### src/rtl/core/e2nwa_pkg.sv
// Shared constants, codes and control types of the element-to-node weighted average core.
package e2nwa_pkg;

	localparam int unsigned MAX_NODES_DEF      = 1024;
	localparam int unsigned MAX_COMPONENTS_DEF = 4;

	localparam int unsigned OP_W         = 2;
	localparam int unsigned CORNER_W     = 3;
	localparam int unsigned CORNER_IDX_W = 2;
	localparam int unsigned NODE_W       = 10;
	localparam int unsigned COMP_W       = 2;
	localparam int unsigned CCOUNT_W     = 3;
	localparam int unsigned NCOMP_W      = 4;
	localparam int unsigned WEIGHT_W     = 32;
	localparam int unsigned VALUE_W      = 32;
	localparam int unsigned AVG_W        = 32;
	localparam int unsigned SUM_W        = 64;
	localparam int unsigned MASS_W       = 48;

	localparam int unsigned DIV_STEPS = AVG_W;
	localparam int unsigned DIV_CNT_W = $clog2(DIV_STEPS);

	localparam logic [AVG_W-1:0] AVG_POS_MAX = {1'b0, {(AVG_W-1){1'b1}}};
	localparam logic [AVG_W-1:0] AVG_NEG_MIN = {1'b1, {(AVG_W-1){1'b0}}};

	typedef enum logic [OP_W-1:0] {
		OP_ACC   = 2'd0,
		OP_READ  = 2'd1,
		OP_CLEAR = 2'd2
	} op_t;

	typedef enum logic [3:0] {
		ST_CLEAR,
		ST_IDLE,
		ST_DECODE,
		ST_MUL,
		ST_NEG,
		ST_RD,
		ST_WR,
		ST_RRD,
		ST_RCHK,
		ST_DIV,
		ST_EMIT
	} ctrl_state_t;

	typedef enum logic [1:0] {
		DV_IDLE,
		DV_PREP,
		DV_RUN,
		DV_FIN
	} div_state_t;

	typedef enum logic [1:0] {
		RES_BAD,
		RES_ZERO_MASS,
		RES_NO_COMP,
		RES_AVG
	} res_kind_t;

	typedef struct packed {
		logic      load;
		logic      mul;
		logic      neg;
		logic      corner_inc;
		logic      rd;
		logic      wr;
		logic      div_start;
		logic      clr_step;
		logic      res_load;
		res_kind_t res_kind;
	} dp_cmd_t;

	typedef struct packed {
		op_t  op;
		logic corners_ok;
		logic comp_ok;
		logic node_ok;
		logic corner_last;
		logic mass_zero;
		logic div_done;
		logic clear_last;
	} dp_sts_t;

endpackage

### src/rtl/core/e2nwa_ctrl.sv
// Controller state machine: sequences accumulate, read and clear requests over the datapath.
module e2nwa_ctrl (
	input  logic                 clk,
	input  logic                 arst_n,
	input  logic                 req_valid,
	output logic                 req_ready,
	output logic                 res_valid,
	input  logic                 res_ready,
	input  e2nwa_pkg::dp_sts_t   sts,
	output e2nwa_pkg::dp_cmd_t   cmd
);

	e2nwa_pkg::ctrl_state_t state_q, state_d;
	e2nwa_pkg::res_kind_t   kind_q, kind_d;
	logic                   out_valid_q;
	logic                   slot_free;

	assign slot_free = !out_valid_q || res_ready;

	always_comb begin
		state_d = state_q;
		kind_d  = kind_q;
		case (state_q)
			e2nwa_pkg::ST_CLEAR: begin
				if (sts.clear_last) begin
					state_d = e2nwa_pkg::ST_IDLE;
				end
			end
			e2nwa_pkg::ST_IDLE: begin
				if (req_valid) begin
					state_d = e2nwa_pkg::ST_DECODE;
				end
			end
			e2nwa_pkg::ST_DECODE: begin
				case (sts.op)
					e2nwa_pkg::OP_ACC: begin
						if (!sts.corners_ok) begin
							kind_d  = e2nwa_pkg::RES_BAD;
							state_d = e2nwa_pkg::ST_EMIT;
						end else if (!sts.comp_ok) begin
							state_d = e2nwa_pkg::ST_IDLE;
						end else begin
							state_d = e2nwa_pkg::ST_MUL;
						end
					end
					e2nwa_pkg::OP_READ:  state_d = e2nwa_pkg::ST_RRD;
					e2nwa_pkg::OP_CLEAR: state_d = e2nwa_pkg::ST_CLEAR;
					default:             state_d = e2nwa_pkg::ST_IDLE;
				endcase
			end
			e2nwa_pkg::ST_MUL: state_d = e2nwa_pkg::ST_NEG;
			e2nwa_pkg::ST_NEG: state_d = e2nwa_pkg::ST_RD;
			e2nwa_pkg::ST_RD: begin
				if (sts.node_ok) begin
					state_d = e2nwa_pkg::ST_WR;
				end else if (sts.corner_last) begin
					state_d = e2nwa_pkg::ST_IDLE;
				end
			end
			e2nwa_pkg::ST_WR: begin
				state_d = sts.corner_last ? e2nwa_pkg::ST_IDLE : e2nwa_pkg::ST_RD;
			end
			e2nwa_pkg::ST_RRD: state_d = e2nwa_pkg::ST_RCHK;
			e2nwa_pkg::ST_RCHK: begin
				if (!sts.node_ok || sts.mass_zero) begin
					kind_d  = e2nwa_pkg::RES_ZERO_MASS;
					state_d = e2nwa_pkg::ST_EMIT;
				end else if (!sts.comp_ok) begin
					kind_d  = e2nwa_pkg::RES_NO_COMP;
					state_d = e2nwa_pkg::ST_EMIT;
				end else begin
					state_d = e2nwa_pkg::ST_DIV;
				end
			end
			e2nwa_pkg::ST_DIV: begin
				if (sts.div_done) begin
					kind_d  = e2nwa_pkg::RES_AVG;
					state_d = e2nwa_pkg::ST_EMIT;
				end
			end
			e2nwa_pkg::ST_EMIT: begin
				if (slot_free) begin
					state_d = e2nwa_pkg::ST_IDLE;
				end
			end
			default: state_d = e2nwa_pkg::ST_IDLE;
		endcase
	end

	always_comb begin
		cmd          = '0;
		cmd.res_kind = kind_q;
		req_ready    = 1'b0;
		case (state_q)
			e2nwa_pkg::ST_CLEAR: cmd.clr_step = 1'b1;
			e2nwa_pkg::ST_IDLE: begin
				req_ready = 1'b1;
				cmd.load  = req_valid;
			end
			e2nwa_pkg::ST_MUL: cmd.mul = 1'b1;
			e2nwa_pkg::ST_NEG: cmd.neg = 1'b1;
			e2nwa_pkg::ST_RD: begin
				// A corner outside the store is skipped without a store access.
				cmd.rd         = sts.node_ok;
				cmd.corner_inc = !sts.node_ok && !sts.corner_last;
			end
			e2nwa_pkg::ST_WR: begin
				cmd.wr         = 1'b1;
				cmd.corner_inc = !sts.corner_last;
			end
			e2nwa_pkg::ST_RRD: cmd.rd = 1'b1;
			e2nwa_pkg::ST_RCHK: begin
				cmd.div_start = sts.node_ok && !sts.mass_zero && sts.comp_ok;
			end
			e2nwa_pkg::ST_EMIT: cmd.res_load = slot_free;
			default: begin
				req_ready = 1'b0;
			end
		endcase
	end

	always_ff @(posedge clk or negedge arst_n) begin
		if (!arst_n) begin
			state_q     <= e2nwa_pkg::ST_CLEAR;
			kind_q      <= e2nwa_pkg::RES_BAD;
			out_valid_q <= 1'b0;
		end else begin
			state_q <= state_d;
			kind_q  <= kind_d;
			if (cmd.res_load) begin
				out_valid_q <= 1'b1;
			end else if (res_ready) begin
				out_valid_q <= 1'b0;
			end
		end
	end

	assign res_valid = out_valid_q;

	a_load_into_free_slot: assert property (@(posedge clk) disable iff (!arst_n)
		cmd.res_load |-> (!out_valid_q || res_ready))
		else $error("result loaded over one not yet taken");

	a_div_waits: assert property (@(posedge clk) disable iff (!arst_n)
		(state_q == e2nwa_pkg::ST_DIV && !sts.div_done) |=> (state_q == e2nwa_pkg::ST_DIV))
		else $error("read left the divide before it finished");

endmodule

### config.mk
export PLATFORM = sky130hd
export DESIGN_NAME = e2nwa_ctrl
export DESIGN_NICKNAME = d
export VERILOG_FILES = /design/src/rtl/core/e2nwa_pkg.sv /design/src/rtl/core/e2nwa_ctrl.sv
export SDC_FILE = /design/constraint.sdc
export NUM_CORES = 1
export LEC_CHECK = 0
export ABC_AREA = 1
export ABC_CLOCK_PERIOD_IN_PS = 3000
export BUFFER_PORTS_ARGS = -buffer_cell sky130_fd_sc_hd__buf_2
export CAP_MARGIN = 5
export CORE_MARGIN = 2
export CORE_UTILIZATION = 50
export DETAILED_ROUTE_END_ITERATION = 8
export PLACE_DENSITY = 0.82
export SETUP_SLACK_MARGIN = 0.5
export SYNTH_ARGS = -nofsm -noshare
export SYNTH_HDL_FRONTEND = slang
export SYNTH_SLANG_ARGS = --single-unit
### constraint.sdc
create_clock -name clk -period 3 [get_ports clk]
set_input_delay 0.15 -clock clk [delete_from_list [all_inputs] [get_ports clk]]
set_output_delay 0.15 -clock clk [all_outputs]
set_load 0.02 [all_outputs]
Word-level counts from Yosys, hierarchy flattened:

Cells that the tools add are included.

* register bits: 7
* bits in latches: 0
* bits in writable memories: 0
* memory bits (read-only): 0
* input bits: 13
* output and inout bits: 13
* memories kept: 0

* $add $sub $neg: 0
* multipliers: 0
* div/mod/pow operators: 0
* order comparisons: 0
* eq/ne operators: 20
* shifts and indexed selects: 0
* multiplexer cells: 31
* bitwise logic cells: 0
* reductions and logical operators: 15

Operator list (count)
* one-hot mux 4 bit (11 select lines): 1
* two-way mux 4 bit: 7
* == test 4 x 3 -> 1 bit, second input constant: 4
* two-way mux 2 bit: 8
* == test 4 bit, second input constant: 3
* != test 2 bit, second input constant: 6
* one-hot mux 4 bit (3 select lines): 1
* two-way mux 1 bit: 10
* AND reduction 5 bit: 2
* == test 4 x 2 -> 1 bit, second input constant: 2
* != test 3 bit, second input constant: 2
* one-hot mux 2 bit (3 select lines): 1
* == test 4 x 1 -> 1 bit, second input constant: 1
* zero test 1 bit: 4
* zero test 4 bit: 1
* one-hot mux 1 bit (2 select lines): 2
* logical AND 1 bit: 3
* two-way mux 3 bit: 1
* nonzero test 3 bit: 1
* == test 2 x 1 -> 1 bit, second input constant: 1
* == test 2 bit, second input constant: 1
* zero test 2 bit: 1
* logical OR 1 bit: 2
* nonzero test 2 bit: 1

Depth between registers and ports, before layout:

Gate-level depths: netlist (run 1).

* word-level depth: 4
* depth in mapped cells: 10
* depth with buffers taken out: 9

Least setup slack after synthesis (run 1):

Ideal clock, no wire load.

* path type: reg-to-output
* start: reg state_q[2]
* end: out cmd[7] (netlist bit)
* arrival: 1.221 ns
* setup slack: 1.629 ns
* stages on the path, launching flop included: 5
* buffers on the path: 0
* cells stage by stage: dfrtp_1 > inv_1 > nor2_1 > nand2_1 > o21ai_0

RTL lines
* start: declaration: line e2nwa_ctrl.sv:13 `e2nwa_pkg::ctrl_state_t state_q, state_d;`
* start signal: assignment: line e2nwa_ctrl.sv:124 `state_q <= e2nwa_pkg::ST_CLEAR;`
* start signal: assignment: line e2nwa_ctrl.sv:128 `state_q <= state_d;`
* end: declaration: line e2nwa_ctrl.sv:10 `output e2nwa_pkg::dp_cmd_t cmd`

==> out/results.ini, run 1 <==
[flow_run]
cap_violations=0

[die]
dieArea_sq_um=1660
coreArea_sq_um=1280
die_w_um=40.8
start_util=0.526
row_count=13
io_pins=26
die_h_um=40.8

[power]
ir_drop_v=0.000476
p_leak_nw=0.587
power_density_nw_per_um2=839
fin_total_pwr_w=0.000709

[timing]
setup_tns_ns=0
finClkSkew_ns=0.00417
worstMarginPinSlew_ns=0.354
max_freq_ghz=0.615
finalCritPeriodShare=0.542
rsz0062_at_grt=no
report.final.slew_viol_count=0
finalHoldViolCount=0
slew_headroom=0.764
period_needed_ns=1.63
timing.hold.ws_ns=0.110
setup_viol=0

[setup_path]
r2r_cells=8
cp-end-kind=primary output
critPathKind=reg -> out
critPathLaunchType=flop
cp.arrival_ns=1.48
worstPathRequired_ns=2.85
cpPeakStageDelay_ns=0.38
cp_slowest_cell=dfrtp_1
r2r-end=kind_q[0]
r2r_start=state_q[0]
crit_path_end=cmd[7]
cp_cell_sequence=inv_1 -> nor2_1 -> nand2_1 -> o21ai_0 -> buf_2
reg2reg_slack_ns=1.61
cp-startpoint=state_q[2]
critPathMaxFanout=5

[place]
hpwlAfterDp_um=1470
port_buffers=25
dp.cells=156
place_congestion=0.875

[detailed_routing]
wire_per_inst_um=11.3
drt_first_pass_iters=4
wirelength_um=1830
ant_nets=0
route.detailed.drc=0
vias=828
drt_iter0_markers=21
via_per_inst=5.14

[synth]
synth_cells=117
synth-seq-cells=7
synth_warnings=0
yosys.area.top_type=dfrtp_1
synth_area_per_cell_sq_um=5.77
synth.distinct_cells=15
syn-cell-area_sq_um=676
synthesis.nets=130
yosys-top-cells-area=dfrtp_1 26%, nand2_1 24%, inv_1 9.4%
synth_top_area_frac=0.259
synth-seq-area-share=0.259

[layout]
layout.nets=160
drive_above_1_share=0.301
finish.utilization=0.657
fillerInstances=133
mostFrequentLayoutCells=43 x nand2_1, 25 x buf_2, 17 x inv_1
antenna_cells=0
final_common_cell=nand2_1
fin_cells=161
syn2layout_area_growth_pct=25.0

[clock_tree]
htree_levels=1
numCtsBuffers=3
post_cts_buffers=0
cts-root-buf=clkbuf_4
cts_sinks=7
clock_path_buffers=2
clk_pin_slew_ns=0.06
clk_latency_ns=0.27
cts_tree=done

[global_routing]
grt_pass1_vias=654
grt.total_usage=0.245
grt_max_degree=9
grt_pass1_wl_um=2640
antenna_found_initial=0
grt_overflow_total=0

[worst_hold_path]
hp-class=in -> reg

[status]
status=completed

cell type report:
| class | instances | area (sq um) | area share |
|---|---|---|---|
| Multi-Input combinational cell | 89 | 414 | 0.490 |
| Sequential cell | 7 | 175 | 0.207 |
| Inverter | 20 | 75.1 | 0.0889 |
| Timing Repair Buffer | 26 | 135 | 0.160 |
| Clock buffer | 4 | 26.3 | 0.0311 |
| Tap cell | 15 | 18.8 | 0.0222 |
state kept, by name, summed over array words and instances, names as in the netlist:
| signal | flops |
|---|---|
| state_q | 4 |
| kind_q | 2 |
| res_valid | 1 |
worst min-delay path by stage:
| stage | start | to | slack, ns | cells after the start |
|---|---|---|---|---|
| floorplan | arst_n | kind_q[0] | -0.15 | 0 |
| global placement | arst_n | kind_q[0] | -0.009 | 1 |
| detailed placement | arst_n | kind_q[1] | -0.006 | 1 |
| CTS | res_ready | res_valid | 0.12 | 2 |
| global route | res_ready | res_valid | 0.13 | 2 |
| finish | res_ready | res_valid | 0.11 | 2 |
cells by family after synthesis:
group,count (synthesis),synth area share
compound gates,6,0.0481
buf+inv,21,0.128
flops,7,0.259
simple gates,83,0.565
through the flow:
step           setup slack (ns)  instance area (sq um)
2_1_floorplan              1.63                    676
3_3_place_gp               1.67                    808
3_5_place_dp               1.62                    808
4_1_cts                    1.40                    845
5_1_grt                    1.22                    845
6_report                   1.37                    845
per-layer routing:
metal | part of all wire | wire [um] | GRT usage | vias up
met2 | 0.48 | 876 | 0.437 | 40
met5 | 0 | 0 | 0 | -
met4 | 0.022 | 40 | 0.100 | 0
met3 | 0.070 | 128 | 0.0163 | 5
li1 | - | - | - | 414
met1 | 0.43 | 780 | 0.301 | 369
cells in the mapped netlist:
cell type  number
a21oi_1         1
inv_1          17
buf_6           1
nor2_2          7
nand2_1        43
nand3_1         8
nor3_1          4
nand3_2         2
nand2_4         3
dfrtp_1         7
inv_2           3
nand2_2         1
o211ai_1        1
o21ai_0         4
nor2_1         15
where the power goes:
| part | leakage (nW) | total, W | switching, W | internal, W |
|---|---|---|---|---|
| Clock | 0.0150 | 0.0000932 | 0.0000420 | 0.0000512 |
| Sequential | 0.0898 | 0.000177 | 0.0000471 | 0.000130 |
| Combinational | 0.482 | 0.000438 | 0.000295 | 0.000144 |
repair_timing:
action,4_1_cts,5_1_grt
hold buffers,1,0
gates resized for setup,0,0
endpoints found under the hold margin,7,0
worst max-delay path, delay by kind of cell, from the launching register on:
kind / cells / cell delay, ns
AND/OR/NAND/NOR: 2 / 0.43
flip-flops: 1 / 0.38
buffers and inverters: 2 / 0.26
AO/OA/AOI/OAI: 1 / 0.15
No activity file was read; power rests on OpenSTA's default activity.
==> run 2: changes to the inputs <==
Settings changed: ABC_CLOCK_PERIOD_IN_PS 3000 to 1700, CORE_UTILIZATION 50 to 47, PLACE_DENSITY 0.82 to 0.78.
Clock period 3 ns to 1.7 ns, I/O delays scaled along.
==> run 2 against run 1 <==
  * Critical path depth rose by 1
  * Die area increased by 5.7%
  * First-iteration DRC count is 100% higher
  * Register-to-register slack lost 1.3 ns
  * Clock skew is 0.0026 ns higher
  * Non-clock buffer count rose by 16
  * Sequential power up 100%
  * Combinational power increased to 3.2 times the previous value
  * Power grew to 2.7 times the previous value
  * Critical endpoint is now cmd[6]
==> out/results.ini, run 2 (same netlist as run 1, synthesis figures left out) <==
[timing]
rsz0062_at_grt=yes
worstMarginPinSlew_ns=0.285  ; -0.0689 ns
slew_headroom=0.809  ; +0.0452
finalHoldViolCount=0  ; unchanged
report.final.slew_viol_count=0  ; unchanged
period_needed_ns=1.42
setup_viol=0  ; unchanged
setup_tns_ns=0  ; unchanged
finalCritPeriodShare=0.837
finClkSkew_ns=0.00675  ; +0.00258 ns
max_freq_ghz=0.703

[clock_tree]
clock_path_buffers=2  ; unchanged
cts_tree=done
cts_sinks=7  ; unchanged
clk_latency_ns=0.25  ; -0.02 ns
htree_levels=1  ; unchanged
numCtsBuffers=3  ; unchanged
cts-root-buf=clkbuf_4
clk_pin_slew_ns=0.05  ; about the same

[detailed_routing]
via_per_inst=5.48  ; +6.6%
wire_per_inst_um=15.9  ; +40%
top_layer=met4
drt_first_pass_iters=4  ; unchanged
wirelength_um=2810  ; +54%
ant_nets=0  ; unchanged
met2_length_um=1430  ; +63%
vias=970  ; +17%
drt_iter0_markers=43  ; +100%
route.detailed.drc=0  ; unchanged
wl_met1_um=1010  ; +29%
wl_met3_um=240  ; +88%

[die]
die_h_um=41.9  ; +2.8%
row_count=13  ; unchanged
coreArea_sq_um=1320  ; +2.5%
die_w_um=41.9  ; +2.8%
io_pins=26  ; unchanged
start_util=0.513  ; -0.0130
dieArea_sq_um=1760  ; +5.7%

[setup_path]
critPathLaunchType=flop
r2r-end=kind_q[0]
cp.arrival_ns=1.34  ; -0.14 ns
critPathKind=reg -> out
r2r_start=state_q[0]
cp-startpoint=state_q[0]
cp-end-kind=primary output
reg2reg_slack_ns=0.29  ; -1.32 ns
r2r_cells=9  ; +1
critPathMaxFanout=6  ; +1
worstPathRequired_ns=1.62  ; -1.23 ns

[layout]
largest_reg_flops=4  ; unchanged
final_common_cell=nand2_1
antenna_cells=0  ; unchanged
syn2layout_area_growth_pct=73.9
mostFrequentLayoutCells=33 x nand2_1, 17 x buf_2, 12 x buf_4, 12 x buf_6, 11 x inv_1
drive_above_1_share=0.537  ; +0.236
layout.nets=176  ; +10%
finish.utilization=0.892  ; +0.234
regMostFlops=state_q

[status]
status=completed

[global_routing]
grt_pass1_vias=906  ; +39%
grt_overflow_total=0  ; unchanged
grt_max_degree=8  ; -1
grt.total_usage=0.289  ; +0.0438
grt_pass1_wl_um=3860  ; +47%
antenna_found_initial=0  ; unchanged

[place]
place_congestion=0.846  ; -3.4%
hpwlAfterDp_um=1360  ; -7.2%
port_buffers=25  ; unchanged

[flow_run]
cap_violations=0  ; unchanged

[worst_hold_path]
hp-class=in -> reg
hold_depth=2  ; unchanged
hold_path_end=res_valid
worstHoldStart=res_ready

[power]
p_leak_nw=0.696  ; +19%
ir_drop_v=0.00123  ; +160%
power_density_nw_per_um2=1630  ; +95%

[run 2: changes by cell type in the layout (fill, tap and decap cells not counted), sizes merged]
cell	delta
buf	+16
[run 2: where the power goes]
group	switching (W)	leakage [nW]	internal, W
Combinational	0.000829	0.597	0.000589
Sequential	0.000118	0.0844	0.000237
Clock	0.0000555	0.0150	0.0000892
Total	0.00100	0.696	0.000916
[run 2: how the worst max path moves through the flow]
stage                     depth (start not counted)   endpoint  slack, ns
after global routing                              9  kind_q[0]       0.22
after CTS                                         6     cmd[6]       0.33
after floorplan                                   3    cmd[10]       0.52
final                                             6     cmd[6]       0.28
after global placement                            8  kind_q[0]       0.38
after detailed placement                          8  kind_q[0]       0.33
[run 2: timing repair]
item / 4_1_cts / 5_1_grt
pin swaps: 13 / 7
endpoints found under the setup margin: 16 / 16
setup buffers: 11 / 5
hold buffers: 1 / 0
hold endpoints to repair: 7 / 0
gates resized for setup: 40 / 26
gates cloned: 0 / 0
[run 2: layout make-up]
| cell class | instances | area [sq um] |
|---|---|---|
| Sequential cell | 7 | 180 |
| Multi-Input combinational cell | 89 | 542 |
| Timing Repair Buffer | 42 | 320 |
| Inverter | 20 | 87.6 |
| Clock buffer | 4 | 26.3 |
| Tap cell | 15 | 18.8 |
| Fill cell | 66 | 143 |
[run 2: worst max-delay path: stages, from the launching register on]
cell	delay (ns)
dfrtp_2	0.48
buf_6	0.15
nand2_8	0.06
nor2_4	0.14
nand2_2	0.09
nand2_2	0.07
buf_6	0.11
[run 2: layer usage]
layer	global-route usage	vias to the layer above
met1	0.316	438
met4	0.181	0
li1	-	446
met5	0	-
met2	0.500	68
met3	0.0609	18
[run 2: metrics by stage]
stage / worst slack (ns) / power (W) / hold WS, ns / area (sq um) / cells
2_1_floorplan: 0.519 / 0.000909 / -0.211 / 681 / 117
3_3_place_gp: 0.379 / 0.00107 / -0.0786 / 813 / 156
3_5_place_dp: 0.327 / 0.00109 / -0.0754 / 813 / 156
4_1_cts: 0.325 / 0.00157 / 0.0530 / 1050 / 172
5_1_grt: 0.222 / 0.00200 / 0.0610 / 1170 / 177
6_report: 0.277 / 0.00192 / 0.0631 / 1170 / 177
